<file path="src/rtl/core/rrft_pkg.sv">
// Shared types, constants and helper functions of the fan tessellator.
// No dependencies; imported by the top, front-end and back-end modules and the testbench.
`default_nettype none

package rrft_pkg;

    localparam int CORNER_SEGMENTS = 8;
    localparam int VERTEX_CAPACITY = 65536;
    localparam int INDEX_CAPACITY  = 196608;

    localparam int PTS    = 4 * (CORNER_SEGMENTS + 1);
    localparam int STEP_W = $clog2(CORNER_SEGMENTS + 1);
    localparam int IDX_W  = $clog2(PTS);

    localparam int REQ_Q_DEPTH = 2;
    localparam int REQ_PTR_W   = $clog2(REQ_Q_DEPTH);
    localparam int REQ_CNT_W   = $clog2(REQ_Q_DEPTH + 1);
    localparam int OUT_Q_DEPTH = 4;
    localparam int OUT_PTR_W   = $clog2(OUT_Q_DEPTH);
    localparam int OUT_CNT_W   = $clog2(OUT_Q_DEPTH + 1);

    localparam longint unsigned HALF_PI_Q30 = 64'd1686629713;

    typedef enum logic [1:0] {
        CRN_TL,
        CRN_TR,
        CRN_BR,
        CRN_BL
    } t_corner;

    typedef enum logic {
        SEQ_CENTRE,
        SEQ_PERIM
    } t_seq_state;

    // Request descriptor handed from the front end to the back end
    typedef struct packed {
        logic                ovf;
        logic [15:0]         base;
        logic [31:0]         color;
        logic signed [15:0]  cen_x;
        logic signed [15:0]  cen_y;
        logic signed [15:0]  pos_x;
        logic signed [15:0]  pos_y;
        logic [14:0]         width;
        logic [14:0]         height;
        logic [3:0][14:0]    rad;
    } t_req;

    typedef struct packed {
        logic signed [15:0]  vertex_x;
        logic signed [15:0]  vertex_y;
        logic [31:0]         vertex_color;
        logic                has_triangle;
        logic [15:0]         tri_center;
        logic [15:0]         tri_first;
        logic [15:0]         tri_second;
        logic                overflow;
        logic                last;
    } t_result;

    typedef logic [14:0] t_sin_rom [0:CORNER_SEGMENTS];

    // sin(k*90/S deg) in Q1.14 via a Q30 Taylor series; elaboration only
    function automatic logic [14:0] quarter_sin(input int unsigned k);
        longint unsigned x;
        longint unsigned term;
        longint          sum;
        longint          q;
        x    = (HALF_PI_Q30 * 64'(k) + 64'(CORNER_SEGMENTS / 2)) / 64'(CORNER_SEGMENTS);
        sum  = longint'(x);
        term = x;
        for (int n = 1; n <= 12; n++) begin
            term = (term * x) >> 30;
            term = (term * x) >> 30;
            term = term / 64'((2 * n) * (2 * n + 1));
            if ((n & 1) != 0) begin
                sum = sum - longint'(term);
            end else begin
                sum = sum + longint'(term);
            end
        end
        if (sum < 0) begin
            sum = 0;
        end
        q = (sum + 32768) >>> 16;
        if (q > 16384) begin
            q = 16384;
        end
        return 15'(q);
    endfunction

    function automatic t_sin_rom build_sin_rom();
        t_sin_rom rom;
        for (int k = 0; k <= CORNER_SEGMENTS; k++) begin
            rom[k] = quarter_sin(k);
        end
        return rom;
    endfunction

    localparam t_sin_rom SIN_ROM = build_sin_rom();

    function automatic logic signed [15:0] sat16(input logic signed [19:0] v);
        logic signed [15:0] r;
        if (v > 20'sd32767) begin
            r = 16'sh7fff;
        end else if (v < -20'sd32768) begin
            r = 16'sh8000;
        end else begin
            r = v[15:0];
        end
        return r;
    endfunction

endpackage

`default_nettype wire

</file>
<file path="src/rtl/core/rounded_rect_fan_tessellator_unit.sv">
// Rounded-rectangle fan tessellator. Requests enter a two-entry queue one per
// cycle while it has room; the back end then emits 1 + 4*(CORNER_SEGMENTS+1)
// results per request (37 at 8 segments), one per cycle while the result queue
// has room, or a single overflow result when the request is dropped for lack of
// vertex or index capacity. The first result of a request passes through the
// request queue, the r_s1 and r_s2 pipeline registers and the result queue.
// A four-entry result queue lets the block keep working while results wait
// to be popped. Depends on rrft_pkg, rrft_front and rrft_back.
`default_nettype none

module rounded_rect_fan_tessellator_unit (
    input  logic                i_clk,
    input  logic                i_rst_n,
    input  logic                push,
    output logic                full,
    input  logic                i_new_frame,
    input  logic signed [15:0]  i_pos_x,
    input  logic signed [15:0]  i_pos_y,
    input  logic [14:0]         i_width,
    input  logic [14:0]         i_height,
    input  logic [14:0]         i_radius_top_left,
    input  logic [14:0]         i_radius_top_right,
    input  logic [14:0]         i_radius_bottom_right,
    input  logic [14:0]         i_radius_bottom_left,
    input  logic [31:0]         i_fill_color,
    output logic                empty,
    input  logic                pop,
    output logic signed [15:0]  o_vertex_x,
    output logic signed [15:0]  o_vertex_y,
    output logic [31:0]         o_vertex_color,
    output logic                o_has_triangle,
    output logic [15:0]         o_tri_center,
    output logic [15:0]         o_tri_first,
    output logic [15:0]         o_tri_second,
    output logic                o_overflow,
    output logic                o_last
);
    import rrft_pkg::*;

    t_req     head;
    logic     head_valid;
    logic     head_pop;
    t_result  result;

    rrft_front u_front (
        .i_clk                 (i_clk),
        .i_rst_n               (i_rst_n),
        .i_push                (push),
        .o_full                (full),
        .i_new_frame           (i_new_frame),
        .i_pos_x               (i_pos_x),
        .i_pos_y               (i_pos_y),
        .i_width               (i_width),
        .i_height              (i_height),
        .i_radius_top_left     (i_radius_top_left),
        .i_radius_top_right    (i_radius_top_right),
        .i_radius_bottom_right (i_radius_bottom_right),
        .i_radius_bottom_left  (i_radius_bottom_left),
        .i_fill_color          (i_fill_color),
        .o_head                (head),
        .o_head_valid          (head_valid),
        .i_head_pop            (head_pop)
    );

    rrft_back u_back (
        .i_clk        (i_clk),
        .i_rst_n      (i_rst_n),
        .i_head       (head),
        .i_head_valid (head_valid),
        .o_head_pop   (head_pop),
        .o_empty      (empty),
        .i_pop        (pop),
        .o_result     (result)
    );

    assign o_vertex_x     = result.vertex_x;
    assign o_vertex_y     = result.vertex_y;
    assign o_vertex_color = result.vertex_color;
    assign o_has_triangle = result.has_triangle;
    assign o_tri_center   = result.tri_center;
    assign o_tri_first    = result.tri_first;
    assign o_tri_second   = result.tri_second;
    assign o_overflow     = result.overflow;
    assign o_last         = result.last;

endmodule

`default_nettype wire

</file>
<file path="src/rtl/core/rrft_front.sv">
// Front end: accepts requests, checks capacity, keeps the vertex and index
// counts, clamps radii and queues descriptors. Depends on rrft_pkg.
`default_nettype none

module rrft_front (
    input  logic                 i_clk,
    input  logic                 i_rst_n,
    input  logic                 i_push,
    output logic                 o_full,
    input  logic                 i_new_frame,
    input  logic signed [15:0]   i_pos_x,
    input  logic signed [15:0]   i_pos_y,
    input  logic [14:0]          i_width,
    input  logic [14:0]          i_height,
    input  logic [14:0]          i_radius_top_left,
    input  logic [14:0]          i_radius_top_right,
    input  logic [14:0]          i_radius_bottom_right,
    input  logic [14:0]          i_radius_bottom_left,
    input  logic [31:0]          i_fill_color,
    output rrft_pkg::t_req       o_head,
    output logic                 o_head_valid,
    input  logic                 i_head_pop
);
    import rrft_pkg::*;

    logic [16:0]           r_vertex_count, n_vertex_count;
    logic [17:0]           r_index_count, n_index_count;
    logic [16:0]           vc_eff;
    logic [17:0]           ic_eff;
    logic [19:0]           vc_sum, ic_sum;
    logic                  ovf, accept;
    logic [14:0]           min_side;
    logic [3:0][14:0]      radius_in;
    logic signed [17:0]    cen_sum_x, cen_sum_y;
    t_req                  req;

    t_req                  r_q [REQ_Q_DEPTH];
    logic [REQ_PTR_W-1:0]  r_wr_ptr, r_rd_ptr;
    logic [REQ_CNT_W-1:0]  r_count;

    assign o_full       = (r_count == REQ_CNT_W'(REQ_Q_DEPTH));
    assign o_head_valid = (r_count != '0);
    assign o_head       = r_q[r_rd_ptr];
    assign accept       = i_push && !o_full;

    // new_frame clears the counts ahead of the capacity check
    assign vc_eff = i_new_frame ? '0 : r_vertex_count;
    assign ic_eff = i_new_frame ? '0 : r_index_count;
    assign vc_sum = {3'b0, vc_eff} + 20'(PTS + 1);
    assign ic_sum = {2'b0, ic_eff} + 20'(3 * PTS);
    assign ovf    = (vc_sum > 20'(VERTEX_CAPACITY)) || (ic_sum > 20'(INDEX_CAPACITY));

    assign n_vertex_count = accept ? (ovf ? vc_eff : vc_sum[16:0]) : r_vertex_count;
    assign n_index_count  = accept ? (ovf ? ic_eff : ic_sum[17:0]) : r_index_count;

    assign min_side  = (i_width < i_height) ? i_width : i_height;
    assign radius_in = {i_radius_bottom_left, i_radius_bottom_right,
                        i_radius_top_right, i_radius_top_left};

    // centre in 1/32 units: 2x+w, 2y+h
    assign cen_sum_x = $signed({i_pos_x[15], i_pos_x, 1'b0}) + $signed({3'b0, i_width});
    assign cen_sum_y = $signed({i_pos_y[15], i_pos_y, 1'b0}) + $signed({3'b0, i_height});

    always_comb begin
        req        = '0;
        req.ovf    = ovf;
        req.base   = vc_eff[15:0];
        req.color  = i_fill_color;
        req.pos_x  = i_pos_x;
        req.pos_y  = i_pos_y;
        req.width  = i_width;
        req.height = i_height;
        req.cen_x  = sat16($signed({{3{cen_sum_x[17]}}, cen_sum_x[17:1]})
                           + 20'sd0 + $signed({19'b0, cen_sum_x[0]}));
        req.cen_y  = sat16($signed({{3{cen_sum_y[17]}}, cen_sum_y[17:1]})
                           + 20'sd0 + $signed({19'b0, cen_sum_y[0]}));
        for (int c = 0; c < 4; c++) begin
            // clamp 2r to the smaller side (units of 1/32)
            if ({radius_in[c], 1'b0} < {1'b0, min_side}) begin
                req.rad[c] = {radius_in[c][13:0], 1'b0};
            end else begin
                req.rad[c] = min_side;
            end
        end
    end

    always_ff @(posedge i_clk) begin
        if (!i_rst_n) begin
            r_vertex_count <= '0;
            r_index_count  <= '0;
            r_wr_ptr       <= '0;
            r_rd_ptr       <= '0;
            r_count        <= '0;
        end else begin
            r_vertex_count <= n_vertex_count;
            r_index_count  <= n_index_count;
            if (accept) begin
                r_wr_ptr <= (r_wr_ptr == REQ_PTR_W'(REQ_Q_DEPTH - 1)) ? '0 : r_wr_ptr + 1'b1;
            end
            if (i_head_pop) begin
                r_rd_ptr <= (r_rd_ptr == REQ_PTR_W'(REQ_Q_DEPTH - 1)) ? '0 : r_rd_ptr + 1'b1;
            end
            r_count <= r_count + REQ_CNT_W'(accept) - REQ_CNT_W'(i_head_pop);
        end
    end

    always_ff @(posedge i_clk) begin
        if (accept) begin
            r_q[r_wr_ptr] <= req;
        end
    end

endmodule

`default_nettype wire

</file>
<file path="src/rtl/core/rrft_back.sv">
// Back end: walks each queued request, emits the centre and perimeter
// vertices (or an overflow marker for a dropped request) through a two-stage
// multiply pipeline into a result queue. Depends on rrft_pkg.
`default_nettype none

module rrft_back (
    input  logic               i_clk,
    input  logic               i_rst_n,
    input  rrft_pkg::t_req     i_head,
    input  logic               i_head_valid,
    output logic               o_head_pop,
    output logic               o_empty,
    input  logic               i_pop,
    output rrft_pkg::t_result  o_result
);
    import rrft_pkg::*;

    typedef struct packed {
        t_result             res;
        logic                direct;
        t_corner             corner;
        logic signed [18:0]  cx;
        logic signed [18:0]  cy;
        logic [14:0]         rad;
        logic [14:0]         qc;
        logic [14:0]         qs;
    } t_pt_op;

    typedef struct packed {
        t_result             res;
        logic                direct;
        t_corner             corner;
        logic signed [18:0]  cx;
        logic signed [18:0]  cy;
        logic [29:0]         pa;
        logic [29:0]         pb;
    } t_pt_prod;

    t_seq_state            r_state, n_state;
    t_corner               r_corner, n_corner;
    logic [STEP_W-1:0]     r_step, n_step;
    logic [IDX_W-1:0]      r_idx, n_idx;

    logic                  can_issue, issue, last_pt, step_end;
    logic [OUT_CNT_W:0]    in_use;
    t_pt_op                op;
    logic                  r_s1_valid, r_s2_valid;
    t_pt_op                r_s1;
    t_pt_prod              r_s2;

    logic signed [18:0]    px2, py2, w2, h2, radx;
    logic signed [34:0]    term_x, term_y, sum_x, sum_y;
    t_result               push_res;
    logic                  pop_ok;

    t_result               r_oq [OUT_Q_DEPTH];
    logic [OUT_PTR_W-1:0]  r_owr, r_ord;
    logic [OUT_CNT_W-1:0]  r_ocnt;

    // Only issue when a slot is guaranteed for everything in flight
    assign in_use    = {1'b0, r_ocnt} + (OUT_CNT_W + 1)'(r_s1_valid)
                       + (OUT_CNT_W + 1)'(r_s2_valid);
    assign can_issue = (in_use < (OUT_CNT_W + 1)'(OUT_Q_DEPTH));
    assign last_pt   = (r_idx == IDX_W'(PTS - 1));
    assign step_end  = (r_step == STEP_W'(CORNER_SEGMENTS));

    // next state
    always_comb begin
        n_state = r_state;
        case (r_state)
            SEQ_CENTRE: begin
                if (i_head_valid && can_issue && !i_head.ovf) begin
                    n_state = SEQ_PERIM;
                end
            end
            SEQ_PERIM: begin
                if (can_issue && last_pt) begin
                    n_state = SEQ_CENTRE;
                end
            end
            default: n_state = SEQ_CENTRE;
        endcase
    end

    // sequencer outputs
    always_comb begin
        issue      = 1'b0;
        o_head_pop = 1'b0;
        n_corner   = r_corner;
        n_step     = r_step;
        n_idx      = r_idx;
        case (r_state)
            SEQ_CENTRE: begin
                issue      = i_head_valid && can_issue;
                o_head_pop = issue && i_head.ovf;
            end
            SEQ_PERIM: begin
                issue      = can_issue;
                o_head_pop = can_issue && last_pt;
                if (can_issue) begin
                    // counters return to zero after the final point
                    n_idx = last_pt ? '0 : r_idx + 1'b1;
                    if (step_end) begin
                        n_step   = '0;
                        n_corner = t_corner'(r_corner + 2'd1);
                    end else begin
                        n_step = r_step + 1'b1;
                    end
                end
            end
            default: begin
                issue = 1'b0;
            end
        endcase
    end

    assign px2  = $signed({{2{i_head.pos_x[15]}}, i_head.pos_x, 1'b0});
    assign py2  = $signed({{2{i_head.pos_y[15]}}, i_head.pos_y, 1'b0});
    assign w2   = $signed({3'b0, i_head.width, 1'b0});
    assign h2   = $signed({3'b0, i_head.height, 1'b0});
    assign radx = $signed({4'b0, i_head.rad[r_corner]});

    // issue datapath
    always_comb begin
        op                  = '0;
        op.corner           = r_corner;
        op.rad              = i_head.rad[r_corner];
        op.qs               = SIN_ROM[r_step];
        op.qc               = SIN_ROM[STEP_W'(CORNER_SEGMENTS) - r_step];
        op.res.vertex_color = i_head.color;
        if (r_corner == CRN_TR || r_corner == CRN_BR) begin
            op.cx = px2 + w2 - radx;
        end else begin
            op.cx = px2 + radx;
        end
        if (r_corner == CRN_BR || r_corner == CRN_BL) begin
            op.cy = py2 + h2 - radx;
        end else begin
            op.cy = py2 + radx;
        end
        if (r_state == SEQ_CENTRE) begin
            op.direct = 1'b1;
            if (i_head.ovf) begin
                op.res          = '0;
                op.res.overflow = 1'b1;
                op.res.last     = 1'b1;
            end else begin
                op.res.vertex_x = i_head.cen_x;
                op.res.vertex_y = i_head.cen_y;
            end
        end else begin
            op.res.has_triangle = 1'b1;
            op.res.tri_center   = i_head.base;
            op.res.tri_first    = i_head.base + 16'(r_idx) + 16'd1;
            op.res.tri_second   = last_pt ? i_head.base + 16'd1
                                          : i_head.base + 16'(r_idx) + 16'd2;
            op.res.last         = last_pt;
        end
    end

    // stage 3: add corner centre, round half up, saturate
    always_comb begin
        term_x = '0;
        term_y = '0;
        case (r_s2.corner)
            CRN_TL: begin
                term_x = -$signed({5'b0, r_s2.pa});
                term_y = -$signed({5'b0, r_s2.pb});
            end
            CRN_TR: begin
                term_x = $signed({5'b0, r_s2.pb});
                term_y = -$signed({5'b0, r_s2.pa});
            end
            CRN_BR: begin
                term_x = $signed({5'b0, r_s2.pa});
                term_y = $signed({5'b0, r_s2.pb});
            end
            CRN_BL: begin
                term_x = -$signed({5'b0, r_s2.pb});
                term_y = $signed({5'b0, r_s2.pa});
            end
            default: begin
                term_x = '0;
                term_y = '0;
            end
        endcase
        sum_x = $signed({{2{r_s2.cx[18]}}, r_s2.cx, 14'b0}) + term_x + 35'sd16384;
        sum_y = $signed({{2{r_s2.cy[18]}}, r_s2.cy, 14'b0}) + term_y + 35'sd16384;
        push_res = r_s2.res;
        if (!r_s2.direct) begin
            push_res.vertex_x = sat16($signed(sum_x[34:15]));
            push_res.vertex_y = sat16($signed(sum_y[34:15]));
        end
    end

    assign o_empty  = (r_ocnt == '0);
    assign o_result = r_oq[r_ord];
    assign pop_ok   = i_pop && !o_empty;

    always_ff @(posedge i_clk) begin
        if (!i_rst_n) begin
            r_state    <= SEQ_CENTRE;
            r_corner   <= CRN_TL;
            r_step     <= '0;
            r_idx      <= '0;
            r_s1_valid <= 1'b0;
            r_s2_valid <= 1'b0;
            r_owr      <= '0;
            r_ord      <= '0;
            r_ocnt     <= '0;
        end else begin
            r_state    <= n_state;
            r_corner   <= n_corner;
            r_step     <= n_step;
            r_idx      <= n_idx;
            r_s1_valid <= issue;
            r_s2_valid <= r_s1_valid;
            if (r_s2_valid) begin
                r_owr <= (r_owr == OUT_PTR_W'(OUT_Q_DEPTH - 1)) ? '0 : r_owr + 1'b1;
            end
            if (pop_ok) begin
                r_ord <= (r_ord == OUT_PTR_W'(OUT_Q_DEPTH - 1)) ? '0 : r_ord + 1'b1;
            end
            r_ocnt <= r_ocnt + OUT_CNT_W'(r_s2_valid) - OUT_CNT_W'(pop_ok);
        end
    end

    always_ff @(posedge i_clk) begin
        r_s1        <= op;
        r_s2.res    <= r_s1.res;
        r_s2.direct <= r_s1.direct;
        r_s2.corner <= r_s1.corner;
        r_s2.cx     <= r_s1.cx;
        r_s2.cy     <= r_s1.cy;
        r_s2.pa     <= r_s1.rad * r_s1.qc;
        r_s2.pb     <= r_s1.rad * r_s1.qs;
        if (r_s2_valid) begin
            r_oq[r_owr] <= push_res;
        end
    end

endmodule

`default_nettype wire

</file>
<file path="config.mk">
export PLATFORM = sky130hd
export DESIGN_NAME = rounded_rect_fan_tessellator_unit
export DESIGN_NICKNAME = d
export VERILOG_FILES = /design/src/rtl/core/rrft_pkg.sv /design/src/rtl/core/rounded_rect_fan_tessellator_unit.sv /design/src/rtl/core/rrft_front.sv /design/src/rtl/core/rrft_back.sv
export SDC_FILE = /design/constraint.sdc
export NUM_CORES = 2
export LEC_CHECK = 0
export ABC_CLOCK_PERIOD_IN_PS = 36900
export BUFFER_PORTS_ARGS = -buffer_cell sky130_fd_sc_hd__buf_2
export CAP_MARGIN = 20
export CORE_MARGIN = 4
export CORE_UTILIZATION = 55
export DETAILED_ROUTE_END_ITERATION = 10
export PLACE_DENSITY = 0.72
export SLEW_MARGIN = 20
export SYNTH_ARGS = -nofsm -noshare
export SYNTH_HDL_FRONTEND = slang
export SYNTH_SLANG_ARGS = --single-unit
</file>
<file path="constraint.sdc">
create_clock -name i_clk -period 36.9 [get_ports i_clk]
set_input_delay 11.07 -clock i_clk [delete_from_list [all_inputs] [get_ports i_clk]]
set_output_delay 11.07 -clock i_clk [all_outputs]
set_load 0.02 [all_outputs]
</file>
==> impl_results.md <==
* Outcome: finished, final reports clean
* DRT Wirelength at 179.3 mm
* Area leader, netlist: edfxtp_1
* CTS tree: done
* H-Tree Depth at 4
* Post-CTS Setup Inserts at 0
* Worst slew pin tran at 1.131 ns
* EDFF count, synth at 866
* Vias at 47540
* Sequential element share of the synthesized area at 48.32%
* Clock Skews at 0.04481 ns
* Core Region at 132300 um2
* Cell count after synthesis at 6059
* Mapped cell area at 73610 um2
* Min Tclk post-route at 16.11 ns
* Area growth syn-to-layout at 10.49%
* DRC at 0
* Peak VDD IR at 0.06065 mV
* Compound-cell area share of the yosys netlist at 8.000%
* Share of the cycle needed by the critical path after routing at 43.66%
* Ys flop type: edfxtp_1
* Setup_tns at 0 ns
* Final setup fails at 0
* Total GRT Usage at 25.49%
* Share of layout cells above drive strength 1 at 14.33%
* Largest net degree at the start of global routing at 84
* Clock Root Buffer: clkbuf_16
* Buffers added on ports at 275
* RSZ-0062 raised after global routing: no
* Core Rows at 133
* Clock Path Buffers at 3
* Normalized max-slew margin at 22.45%
* Mean Syn Cell Area at 12.15 um2
* CP required at 37.40 ns
* Simple-gate share of the synthesized area at 10.49%
* Hold_buf cts at 0
* Startpoint types: primary input
* First drt pass iteration count at 8
* Min setup slack post-route at 20.79 ns
* Routed WL per cell at 21.97 um
* Die Y at 373.8 um
* Crit. End Element: flip-flop
* Die W at 373.8 um
* Fillcell total at 10260
* Vias per cell at 5.827
* Die footprint at 139800 um2
* Leakage power at 32.80 nW
* Clock transition at the registers of the reported paths at 0.07 ns
* CP arrival at 16.61 ns
* Initial Util at 55.64%
* Design Area, Final at 81330 um2
* Largest cells by area after synthesis: edfxtp_1 (35%), dfxtp_1 (13%), fa_1 (9.4%)
* Global-route wire length before repair at 276.6 mm
* Share of the synthesized area in the top cell type at 35.33%
* Sequential Area at 35600 um2
* Initial antenna violation count at 10
* Largest family of logic cells by synthesized area: adder cells
* Post-route ant nets at 0
* Global route overflow at 0
* Boundary pin count at 276
* Unique masters post-synth at 100
* Asr flop ratio synth at 0%
* # clock sinks at 1344
* DP HPWL at 130.6 mm
* PD cells at 80.43 nW/um2
* Clk_lat worst skew at 0.77 ns
* Kind of critical path: primary input to flip-flop
* Placer congestion estimate at 0.9207
* Nets at 7286
* Mapped Nets at 7057
* Slew Limit Fails at 0
* Synthesized-area fraction occupied by adder cells at 17.79%
* Post-synthesis xor/xnor area fraction at 3.308%
* Inserted Clock Buffers at 135
* Most frequent cells in the layout: edfxtp_1 (866), ha_1 (493), dfxtp_1 (467)
* Placed inst area at 76740 um2
* F_max at 62.08 MHz
* Cts repair resizes at 0
* Area taken by multi-input logic gates at 35430 um2
* #FFs+latches synth at 1344
* Ys Warns at 0
* Vias in the first global route at 47370
* Place WS at 20.12 ns
* Max Fanout on Critical Path at 28
* Hold WC Path Type: flip-flop to flip-flop
* Mux share of post-synthesis cell area at 8.471%
* Commonest non-fill, non-tap cell in the layout: edfxtp_1
* Final hold vios at 0
* Max cap viols at 0
* Initial DRC count at 3769
state kept, by name, indices dropped and copies added (netlist names), 3 cells and up, named ones only:
signal / cells
u_back.r_ocnt: 3
u_front.r_vertex_count: 17
u_back.r_s1: 199
u_front.r_q: 406
u_back.r_oq: 460
u_front.r_index_count: 18
u_back.r_s2: 132
u_back.push_res: 83
u_back.r_idx: 6
u_back.r_step: 4
layer usage:
layer / routed length [um] / global-route usage [%] / share of wire, % / vias up
met4: 4544 / 6.994 / 2.5 / 2
met2: 85030 / 41.24 / 47 / 1573
met5: 7 / 0 / 0.0039 / -
li1: - / - / - / 22000
met1: 78250 / 36.12 / 44 / 23670
met3: 11440 / 3.990 / 6.4 / 298
cell families (layout without fill, tap and decap cells):
group	count (synthesis)	count (layout)
xor gates and xnor gates	278	278
other	0	5
muxes	408	408
adders and majority gates	839	839
DFF	1344	1344
AOI/OAI and AO/OA	930	930
buffers and inverters	692	1032
and+or+nand+nor	1568	1568
worst paths after layout:
kind	from	endpoint	slack, ns	cells past startpoint
setup / recovery	i_height[1]	u_front.r_q[0][8]	20.79	19
hold / removal	u_back.r_s1[174]	u_back.r_s2[189]	0.30	0
setup reg to reg	u_back.r_s2[37]	u_back.r_oq[0][83]	29.07	20
hold reg to reg	u_back.r_s1[174]	u_back.r_s2[189]	0.30	0
critical path, stage by stage:
cell      delay, ns
buf_2          0.15
inv_1          0.07
ha_1           0.28
a21o_1         0.11
a211oi_1       0.07
or3_1          0.40
a31oi_1        0.25
nand2_1        0.53
o21ai_0        0.84
inv_1          0.28
ha_1           0.38
nand2_1        0.05
or4_1          0.53
nor3_1         0.28
a211oi_1       0.11
o21ai_0        0.09
a21oi_1        0.08
nand2_1        0.58
mux2_2         0.43
layout make-up:
cell class,instances,share of cell area [%]
timing repair buffer,336,2.295
multi-input combinational,4023,43.56
clock buffer,193,4.784
sequential,1344,43.77
tap,1755,2.700
antenna,5,0.01538
inverter,448,2.068
clock inverter,55,0.8046
power breakdown:
| part | total [mW] | internal (mW) | switching (mW) |
|---|---|---|---|
| combinational | 2.98 | 1.17 | 1.81 |
| clock | 1.38 | 0.795 | 0.581 |
| sequential | 2.19 | 1.98 | 0.202 |
| total | 6.54 | 3.95 | 2.60 |
cells in the mapped netlist, drive strengths merged (40+ instances only):
cell type    n
buf         59
nor2       365
mux4       159
or3         40
xnor2      167
a21oi      286
ha         493
nand2      465
nand4       42
nand3       80
and3        40
mux2       130
nor2b       69
dfxtp      478
fa         346
a211oi      54
mux2i      119
nand2b      58
inv        445
clkbuf     185
nor3        83
xor2       111
and2       233
a21o        80
edfxtp     866
o21ai      255
per-stage QoR:
| step | power, mW | instances | hold slack (ns) | util [%] |
|---|---|---|---|---|
| 6_report | 6.542 | 8159 | 0.3047 | 61.48 |
| 5_1_grt | 6.979 | 8154 | 0.3191 | 61.47 |
| 4_1_cts | 6.559 | 8153 | 0.3087 | 61.45 |
| 3_5_place_dp | 5.158 | 7905 | 0.3121 | 58.01 |
| 3_3_place_gp | 5.097 | 7905 | 0.3095 | 58.01 |
| 2_1_floorplan | 4.310 | 6059 | 0.3096 | - |
Note: power is estimated with default switching activity, not from simulation.
